==> config.mk <==
export PLATFORM = sky130hd
export DESIGN_NAME = bpskcl_ctrl
export DESIGN_NICKNAME = d
export VERILOG_FILES = /design/src/rtl/core/bpskcl_pkg.sv /design/src/rtl/core/bpskcl_ctrl.sv
export SDC_FILE = /design/constraint.sdc
export NUM_CORES = 1
export LEC_CHECK = 0
export BUFFER_PORTS_ARGS = -buffer_cell sky130_fd_sc_hd__buf_4
export CORE_AREA = 2 2 39 41
export CTS_CLUSTER_SIZE = 10
export DETAILED_ROUTE_END_ITERATION = 8
export DIE_AREA = 0 0 41 43
export GPL_TIMING_DRIVEN = 0
export PLACE_DENSITY = 0.44
export SLEW_MARGIN = 20
export SYNTH_ARGS = -nofsm -noshare
export SYNTH_HDL_FRONTEND = slang
export SYNTH_SLANG_ARGS = --single-unit
export TNS_END_PERCENT = 5
==> constraint.sdc <==
create_clock -name clk -period 1.7 [get_ports clk]
set_input_delay 0.17 -clock clk [delete_from_list [all_inputs] [get_ports clk]]
set_output_delay 0.17 -clock clk [all_outputs]
set_load 0.03 [all_outputs]
==> src/rtl/core/bpskcl_pkg.sv <==
// Shared constants, datapath command codes and quarter-wave sine/cosine tables.
`default_nettype none

package bpskcl_pkg;

  localparam int SAMPLE_BITS     = 16;
  localparam int PHASE_BITS      = 32;
  localparam int TABLE_ADDR_BITS = 10;

  localparam int PHASE_W   = 32;
  localparam int FREQ_W    = 32;
  localparam int GAIN_W    = 24;
  localparam int CFG_IDX_W = 1;
  localparam int COEF_W    = 16;
  localparam int QTAB_BITS = TABLE_ADDR_BITS - 2;
  localparam int QTAB_SIZE = 1 << QTAB_BITS;
  localparam int QTAB_W    = 15;

  localparam logic [CFG_IDX_W-1:0] REG_PHASE_GAIN = 1'b0;
  localparam logic [CFG_IDX_W-1:0] REG_FREQ_GAIN  = 1'b1;

  localparam logic [GAIN_W-1:0] PHASE_GAIN_RESET = 24'd352460;
  localparam logic [GAIN_W-1:0] FREQ_GAIN_RESET  = 24'd24886;

  // Only the top PHASE_BITS bits of the phase accumulator are kept.
  localparam logic [PHASE_W-1:0] PHASE_KEEP = {PHASE_W{1'b1}} << (PHASE_W - PHASE_BITS);

  localparam logic [63:0] HALFPI_Q30 = 64'd1686629713;
  localparam logic [63:0] ONE_Q30    = 64'd1 << 30;

  typedef enum logic [3:0] {
    OP_NONE,
    OP_LOAD,
    OP_ROT_I1,
    OP_ROT_I2,
    OP_ROT_Q1,
    OP_ROT_Q2,
    OP_ROUND_Q,
    OP_ERR,
    OP_FGAIN,
    OP_PGAIN,
    OP_UPDATE
  } dp_op_t;

  typedef logic [QTAB_W-1:0] qtab_t [QTAB_SIZE];

  // One Taylor term divisor, by the term number and by sine or cosine.
  function automatic logic [63:0] term_div(logic [63:0] v, int k, logic odd);
    logic [63:0] q;
    q = v;
    case (k)
      1:       q = odd ? v / 64'd6   : v / 64'd2;
      2:       q = odd ? v / 64'd20  : v / 64'd12;
      3:       q = odd ? v / 64'd42  : v / 64'd30;
      4:       q = odd ? v / 64'd72  : v / 64'd56;
      5:       q = odd ? v / 64'd110 : v / 64'd90;
      6:       q = odd ? v / 64'd156 : v / 64'd132;
      7:       q = odd ? v / 64'd210 : v / 64'd182;
      default: q = v;
    endcase
    return q;
  endfunction

  // Sine (odd set) or cosine of x in Q2.30, result scaled to 32767.
  function automatic logic [QTAB_W-1:0] taylor_q15(logic [63:0] x, logic odd);
    logic [63:0]        x2;
    logic [63:0]        mag;
    logic signed [63:0] sum;
    logic signed [63:0] scaled;
    x2  = (x * x) >> 30;
    mag = odd ? x : ONE_Q30;
    sum = signed'(mag);
    for (int k = 1; k <= 7; k++) begin
      mag = term_div((mag * x2) >> 30, k, odd);
      if ((k % 2) == 1) begin
        sum = sum - signed'(mag);
      end else begin
        sum = sum + signed'(mag);
      end
    end
    if (sum < 0) begin
      sum = 0;
    end
    if (sum > signed'(ONE_Q30)) begin
      sum = signed'(ONE_Q30);
    end
    scaled = (sum * 64'sd32767 + 64'sd536870912) >>> 30;
    return scaled[QTAB_W-1:0];
  endfunction

  function automatic qtab_t build_qtab(logic odd);
    qtab_t       t;
    logic [63:0] x;
    for (int r = 0; r < QTAB_SIZE; r++) begin
      x    = (64'(r) * HALFPI_Q30) >> QTAB_BITS;
      t[r] = taylor_q15(x, odd);
    end
    return t;
  endfunction

  localparam qtab_t SIN_QTAB = build_qtab(1'b1);
  localparam qtab_t COS_QTAB = build_qtab(1'b0);

endpackage

`default_nettype wire

==> src/rtl/core/bpskcl_ctrl.sv <==
// Costas loop sequencer: steps the datapath through one sample and owns the handshakes.
`default_nettype none

module bpskcl_ctrl (
  input  logic               clk,
  input  logic               rst,
  input  logic               in_valid,
  output logic               in_stall,
  output logic               out_valid,
  input  logic               out_stall,
  output bpskcl_pkg::dp_op_t op
);

  typedef enum logic [3:0] {
    ST_IDLE,
    ST_ROT_I1,
    ST_ROT_I2,
    ST_ROT_Q1,
    ST_ROT_Q2,
    ST_ROUND_Q,
    ST_ERR,
    ST_FGAIN,
    ST_PGAIN,
    ST_UPDATE
  } state_t;

  state_t state;
  logic   out_blocked;

  assign in_stall    = (state != ST_IDLE);
  assign out_blocked = out_valid && out_stall;

  always_comb begin
    unique case (state)
      ST_IDLE:    op = in_valid ? bpskcl_pkg::OP_LOAD : bpskcl_pkg::OP_NONE;
      ST_ROT_I1:  op = bpskcl_pkg::OP_ROT_I1;
      ST_ROT_I2:  op = bpskcl_pkg::OP_ROT_I2;
      ST_ROT_Q1:  op = bpskcl_pkg::OP_ROT_Q1;
      ST_ROT_Q2:  op = bpskcl_pkg::OP_ROT_Q2;
      ST_ROUND_Q: op = bpskcl_pkg::OP_ROUND_Q;
      ST_ERR:     op = bpskcl_pkg::OP_ERR;
      ST_FGAIN:   op = bpskcl_pkg::OP_FGAIN;
      ST_PGAIN:   op = bpskcl_pkg::OP_PGAIN;
      ST_UPDATE:  op = out_blocked ? bpskcl_pkg::OP_NONE : bpskcl_pkg::OP_UPDATE;
      default:    op = bpskcl_pkg::OP_NONE;
    endcase
  end

  always_ff @(posedge clk) begin
    if (rst) begin
      state     <= ST_IDLE;
      out_valid <= 1'b0;
    end else begin
      if (out_valid && !out_stall) begin
        out_valid <= 1'b0;
      end
      if (op == bpskcl_pkg::OP_UPDATE) begin
        out_valid <= 1'b1;
      end
      unique case (state)
        ST_IDLE: begin
          if (in_valid) begin
            state <= ST_ROT_I1;
          end
        end
        ST_ROT_I1:  state <= ST_ROT_I2;
        ST_ROT_I2:  state <= ST_ROT_Q1;
        ST_ROT_Q1:  state <= ST_ROT_Q2;
        ST_ROT_Q2:  state <= ST_ROUND_Q;
        ST_ROUND_Q: state <= ST_ERR;
        ST_ERR:     state <= ST_FGAIN;
        ST_FGAIN:   state <= ST_PGAIN;
        ST_PGAIN:   state <= ST_UPDATE;
        ST_UPDATE: begin
          if (!out_blocked) begin
            state <= ST_IDLE;
          end
        end
        default:    state <= ST_IDLE;
      endcase
    end
  end

  a_rise_after_update: assert property (@(posedge clk) disable iff (rst)
    $rose(out_valid) |-> $past(state == ST_UPDATE))
    else $error("result word appeared without an update step");

  a_no_overwrite: assert property (@(posedge clk) disable iff (rst)
    (op == bpskcl_pkg::OP_UPDATE) |-> !(out_valid && out_stall))
    else $error("update would overwrite a pending result word");

  a_load_on_accept: assert property (@(posedge clk) disable iff (rst)
    (op == bpskcl_pkg::OP_LOAD) |-> (in_valid && !in_stall))
    else $error("sample load without an accepted word");

  a_accept_starts: assert property (@(posedge clk) disable iff (rst)
    (in_valid && !in_stall) |=> (state == ST_ROT_I1))
    else $error("accepted word did not start the rotation");

endmodule

`default_nettype wire

==> results of run 1 <==
## final cells by class
type                    count  area, um2
fillers                   158        948
multi-input cells          25        198
flip-flops and latches      5        100
repair buffers              9       67.6
clock buffers               4       26.3
plain buffers               3       23.8
well taps                  16       20.0
## cell families after synthesis
group	after synthesis	synth area share
compound gates	5	0.179
flops	5	0.311
buf+inv	3	0.0739
simple gates	18	0.381
xor+xnor	2	0.0545
## synth_stat cells
cell,count
a21oi_1,1
buf_6,1
xor2_1,1
nand4b_1,1
nor2_1,3
nor3_2,1
xnor2_1,1
buf_2,1
nor2b_2,1
dfxtp_1,5
nand2_1,3
nor4bb_4,1
nor4_1,1
o21bai_2,1
buf_4,1
o32ai_2,1
nor2_4,1
a21bo_4,1
a32oi_1,1
nor3_1,3
nand3_1,3
## critical path, delay by kind of cell, from the launching register on
kind            cells  cell delay [ps]
compound gates      2              450
flops               1              300
buf+inv             2              360
## power breakdown
group | switching [mW] | internal (mW)
registers | 0.00521 | 0.125
logic | 0.0973 | 0.0800
clock network | 0.0526 | 0.0890
total | 0.155 | 0.294
## metal layers
layer	share of wire	routed length, um	track usage	up-vias
li1	-	-	-	144
met4	0.037	26	0.100	0
met1	0.43	305	0.113	135
met3	0.076	54	0.0419	3
met5	0	0	0	-
met2	0.45	319	0.122	11
## cells in the final DEF (no fill, tap or decap), types with 3 or more instances in the layout
cell and instances:
buf_4 10, clkbuf_4 3, dfxtp_1 5, nand2_1 3, nand3_1 3, nor2_1 3, nor3_1 3
## how the worst max path moves through the flow
stage / endpoint / start / slack [ps] / depth (start not counted)
2_1_floorplan: op[0] / state[1] / 250 / 4
6_report: op[1] / state[0] / 180 / 4
3_3_place_gp: op[1] / state[0] / 440 / 4
3_5_place_dp: op[1] / state[0] / 430 / 4
4_1_cts: op[1] / state[0] / 160 / 4
5_1_grt: op[1] / state[0] / 120 / 4
## metrics by stage
stage / hold slack, ps / instance area [um2]
global placement: 403 / 409
floorplan: 239 / 322
detailed placement: 407 / 409
finish: 149 / 435
global route: 149 / 435
CTS: 146 / 435
## flip-flops by register name, summed over array words and instances, names as in the netlist
signal,count
out_valid,1
state,4
==> results_dict.tcl, run 1 <==
set metrics [dict create \
    drive_gt1_frac 0.478 \
    cp_cell_sequence "buf_4 -> a21bo_4 -> o32ai_2 -> buf_4" \
    drt-total-wl_um 706 \
    hold_start "rst" \
    synthCells 33 \
    track_usage 0.0974 \
    synth-seq-area-share 0.311 \
    post-route-period-util 0.895 \
    grt_pass1_wl_mm 1.07 \
    via_count 293 \
    path_clk_slew_ps 40 \
    finalPower_mw 0.450 \
    slowest_stage "dfxtp_1" \
    final_core_util 0.315 \
    worstHoldPathCells 2 \
    viasPerCell 4.73 \
    ant_nets 0 \
    cts_tree "yes" \
    synth-seq-cells 5 \
    start_util 0.232 \
    ir_drop_mv 0.423 \
    place_inst 58 \
    core_area_um2 1380 \
    io_pins 10 \
    slew_headroom 0.784 \
    worstMarginPinSlew_ps 323 \
    hold_viol 0 \
    post-dp-hpwl_um 516 \
    cts-root-buf "clkbuf_4" \
    crit_path_end_kind "output pin" \
    fin_nets 51 \
    portBuffers 9 \
    gp_congestion 0.687 \
    cp.required_ps 1530 \
    tns_ps 0 \
    synth_area_um2 322 \
    htree_levels 1 \
    hold_class "primary input to flop" \
    antenna_found_initial 0 \
    netlist-cell-type-count 21 \
    antenna_cells 0 \
    post-route-drc-count 0 \
    critPathArrivalTime_ps 1350 \
    critPathKind "flop to output pin" \
    dieArea_um2 1760 \
    core.rowCount 14 \
    hold_end "state[3]" \
    r2r_end "state[0]" \
    drt_pass1_iterations 2 \
    cts_hold_buf 0 \
    cts.path.max_buffers 2 \
    first_global_vias 263 \
    cpPeakStageDelay_ps 300 \
    synth.net_count 37 \
    ys_warn_count 0 \
    grt_max_degree 11 \
    dieWidth_um 41 \
    ctsResizeCount 0 \
    post-place-ws_ps 430 \
    status "completed" \
    synth_top_area_share 0.311 \
    worstReg2RegStart "state[1]" \
    finClkSkew_ps 3.69 \
    cp-start-kind "flop" \
    drv_slew 0 \
    gr-total-overflow 0 \
    cp_common_cell "buf_4" \
    leakagePower_nw 0.186 \
    drt-initial-drc-count 2 \
    period_needed_ps 1520 \
    drv_cap 0 \
    yosysTopAreaCell "dfxtp_1" \
    final_cells 62 \
    clock_sinks 5 \
    clkLatencyLatePin_ps 250 \
    powerDensity_nw_per_um2 1030 \
    max_freq_mhz 657 \
    wl_per_cell_um 11.4 \
    synth.avg_cell_area_um2 9.74 \
    setup_ws_ps 178 \
    post-cts-setup-buffers 0 \
    reg2reg_depth 4 \
    area_growth_pct 35.4 \
    cts_made_buffers 3 \
    ff2ff_setup_slack_ps 710 \
    crit_fanout 9 \
    synth.area.top_cells "dfxtp_1 31%, nor4bb_4 7.8%, a21bo_4 5.1%, o32ai_2 5.1%, nand3_1 4.7%" \
    die_h_um 43 \
    finalSetupViolations 0 \
    rsz0062_at_grt "false" \
]
(Power assumes the default switching activity.)
==> run 2: changes to the inputs <==
--- a/config.mk
+++ b/config.mk
@@ -5,13 +5,14 @@
 export SDC_FILE = /design/constraint.sdc
 export NUM_CORES = 1
 export LEC_CHECK = 0
+export ABC_AREA = 1
 export BUFFER_PORTS_ARGS = -buffer_cell sky130_fd_sc_hd__buf_4
 export CORE_AREA = 2 2 39 41
 export CTS_CLUSTER_SIZE = 10
 export DETAILED_ROUTE_END_ITERATION = 8
 export DIE_AREA = 0 0 41 43
 export GPL_TIMING_DRIVEN = 0
-export PLACE_DENSITY = 0.44
+export PLACE_DENSITY = 0.4
 export SLEW_MARGIN = 20
 export SYNTH_ARGS = -nofsm -noshare
 export SYNTH_HDL_FRONTEND = slang
==> run 2 against run 1 <==
- power shrank 21%
- clock-buffer cell count is the same
- synthesized cell count grew 27%
- final cell count grew 15%
- critical path depth grew 2
- core utilization shrank 3.3 points
- sequential cell count is the same
- highest routed layer is now met3
- routed wire length shrank 19%
==> results_dict.tcl, run 2 <==
set metrics [dict create \
    clkLatencyLatePin_ps 240 \
    crit_path_end_kind "output pin" \
    synth-async-reset-ratio 0 \
    finalPower_mw 0.356 \
    reg2reg_depth 5 \
    area_growth_pct 41.4 \
    leakagePower_nw 0.212 \
    synth.area.top_cells "dfxtp_1 36%, nand3_1 11%, inv_1 11%, nor2_1 9.5%, nand2_1 6.8%" \
    finClkSkew_ps 4.36 \
    grt_pass1_wl_um 938 \
    power_frac_seq 0.373 \
    critPathKind "flop to output pin" \
    r2r_end "state[2]" \
    post-cts-setup-buffers 0 \
    yosysMostFrequentCell "inv_1" \
    hold_viol 0 \
    powerDensity_nw_per_um2 915 \
    largestRegisters "state (4), out_valid (1)" \
    p_comb_frac 0.248 \
    viasPerCell 3.99 \
    rsz0062_at_grt "false" \
    grt_max_degree 8 \
    max_freq_mhz 700 \
    first_global_vias 236 \
    cp-start-kind "flop" \
    drv_slew 0 \
    layout_common_cells "9 x buf_4, 8 x inv_1, 7 x nor2_1, 6 x nand3_1" \
    path_clk_slew_ps 40 \
    drt-initial-drc-count 2 \
    cts.path.max_buffers 2 \
    worstHoldPathCells 2 \
    slew_headroom 0.831 \
    post-route-drc-count 0 \
    holdWs_ps 129 \
    ir_drop_mv 0.237 \
    design_area_um2 389 \
    start_util 0.199 \
    drive_gt1_frac 0.309 \
    switching_share 0.308 \
    track_usage 0.0833 \
    htree_levels 1 \
    antenna_cells 0 \
    cts-root-buf "clkbuf_4" \
    wl_per_cell_um 8.10 \
    synth-seq-cells 5 \
    post-route-period-util 0.841 \
    synth.net_count 46 \
    crit_fanout 7 \
    drt-total-wl_um 575 \
    hold_start "rst" \
    synth_commonest_cells "8 x inv_1, 7 x nor2_1, 6 x nand3_1, 5 x dfxtp_1, 5 x nand2_1" \
    synth_area_um2 275 \
    cts_made_buffers 3 \
    core.rowCount 14 \
    hold_class "primary input to flop" \
    setup_ws_ps 270 \
    clock_power_share 0.379 \
    fillCellCount 161 \
    hold_end "state[0]" \
    gr-total-overflow 0 \
    synth_edf_count 0 \
    portBuffers 9 \
    io_pins 10 \
    via_count 283 \
    ant_nets 0 \
    finalSetupViolations 0 \
    drt_pass1_iterations 4 \
    post-dp-hpwl_um 469 \
    worstReg2RegStart "state[3]" \
    drv_cap 0 \
    post-place-ws_ps 522 \
    critPathArrivalTime_ps 1260 \
    die_h_um 43 \
    fin_nets 60 \
    synth.avg_cell_area_um2 6.55 \
    cts_hold_buf 0 \
    netlist-cell-type-count 12 \
    status "completed" \
    place_area_um2 363 \
    yosysTopAreaCell "dfxtp_1" \
    largest_register_ffs 4 \
    dieWidth_um 41 \
    final_common_cell "buf_4" \
    dieArea_um2 1760 \
    synthFlopType "dfxtp_1" \
    synthCells 42 \
    ys_warn_count 0 \
    regMostFlops "state" \
    cts_tree "yes" \
    period_needed_ps 1430 \
    clock_sinks 5 \
    core_area_um2 1380 \
    cp.required_ps 1530 \
    gp_congestion 0.599 \
    antenna_found_initial 0 \
    ctsResizeCount 0 \
    netSwitchingPower_mw 0.110 \
    worstMarginPinSlew_ps 253 \
    internal_power_mw 0.246 \
    ff2ff_setup_slack_ps 740 \
    synth-seq-area-share 0.364 \
    tns_ps 0 \
    synth_top_area_share 0.364 \
]
-- run 2: cell types whose count changed in the layout (fill, tap and decap cells not counted), moves of 2 or more --
cell / before / now
nand4_1: 0 / 3
nor2_1: 3 / 7
nand2_1: 3 / 5
nor3_1: 3 / 0
nand3_1: 3 / 6
nor2_2: 0 / 2
inv_1: 0 / 8
-- run 2: worst max path at each step --
stage	startpoint	endpoint	slack [ps]
global route	state[3]	op[2]	140
finish	state[3]	op[2]	270
CTS	state[3]	op[2]	270
detailed placement	state[3]	op[2]	520
floorplan	out_valid	op[3]	520
global placement	state[3]	op[2]	510
-- run 2: cell type report --
| class | count | area (um2) | share of cell area |
|---|---|---|---|
| clock buffer | 4 | 26.3 | 0.0675 |
| inverter | 9 | 33.8 | 0.0868 |
| multi-input combinational | 28 | 141 | 0.363 |
| sequential | 5 | 100 | 0.257 |
| tap | 16 | 20.0 | 0.0514 |
| timing repair buffer | 9 | 67.6 | 0.174 |
-- run 2: kinds of logic after synthesis --
logic type / count (synthesis) / synth area share
buffers and inverters: 9 / 0.123
AO/OA/AOI/OAI: 4 / 0.0864
flip-flops: 5 / 0.364
AND/OR/NAND/NOR: 24 / 0.427
-- run 2: routing by layer --
layer,global-route usage,routed length [um]
met5,0,0
met4,0.100,0
met3,0.0157,19
met2,0.113,289
met1,0.0932,266
-- run 2: per-stage QoR --
stage,std cells,utilization
floorplan,42,-
global placement,67,0.262
detailed placement,67,0.262
CTS,71,0.281
global route,71,0.281
finish,71,0.281
-- run 2: worst max-delay path, cell delays in order, from the launching register on --
cell and delay (ps):
dfxtp_1 450, inv_2 90, nand2_1 100, nor2_2 40, a21oi_2 130, inv_1 50, buf_4 160
-- run 2: power by group through the flow --
stage	Clock [mW]	Sequential, mW	Combinational (mW)
floorplan	0	0.133	0.0584
global placement	0	0.136	0.0899
detailed placement	0	0.135	0.0892
CTS	0.138	0.133	0.0894
global route	0.145	0.134	0.0964
finish	0.135	0.133	0.0883
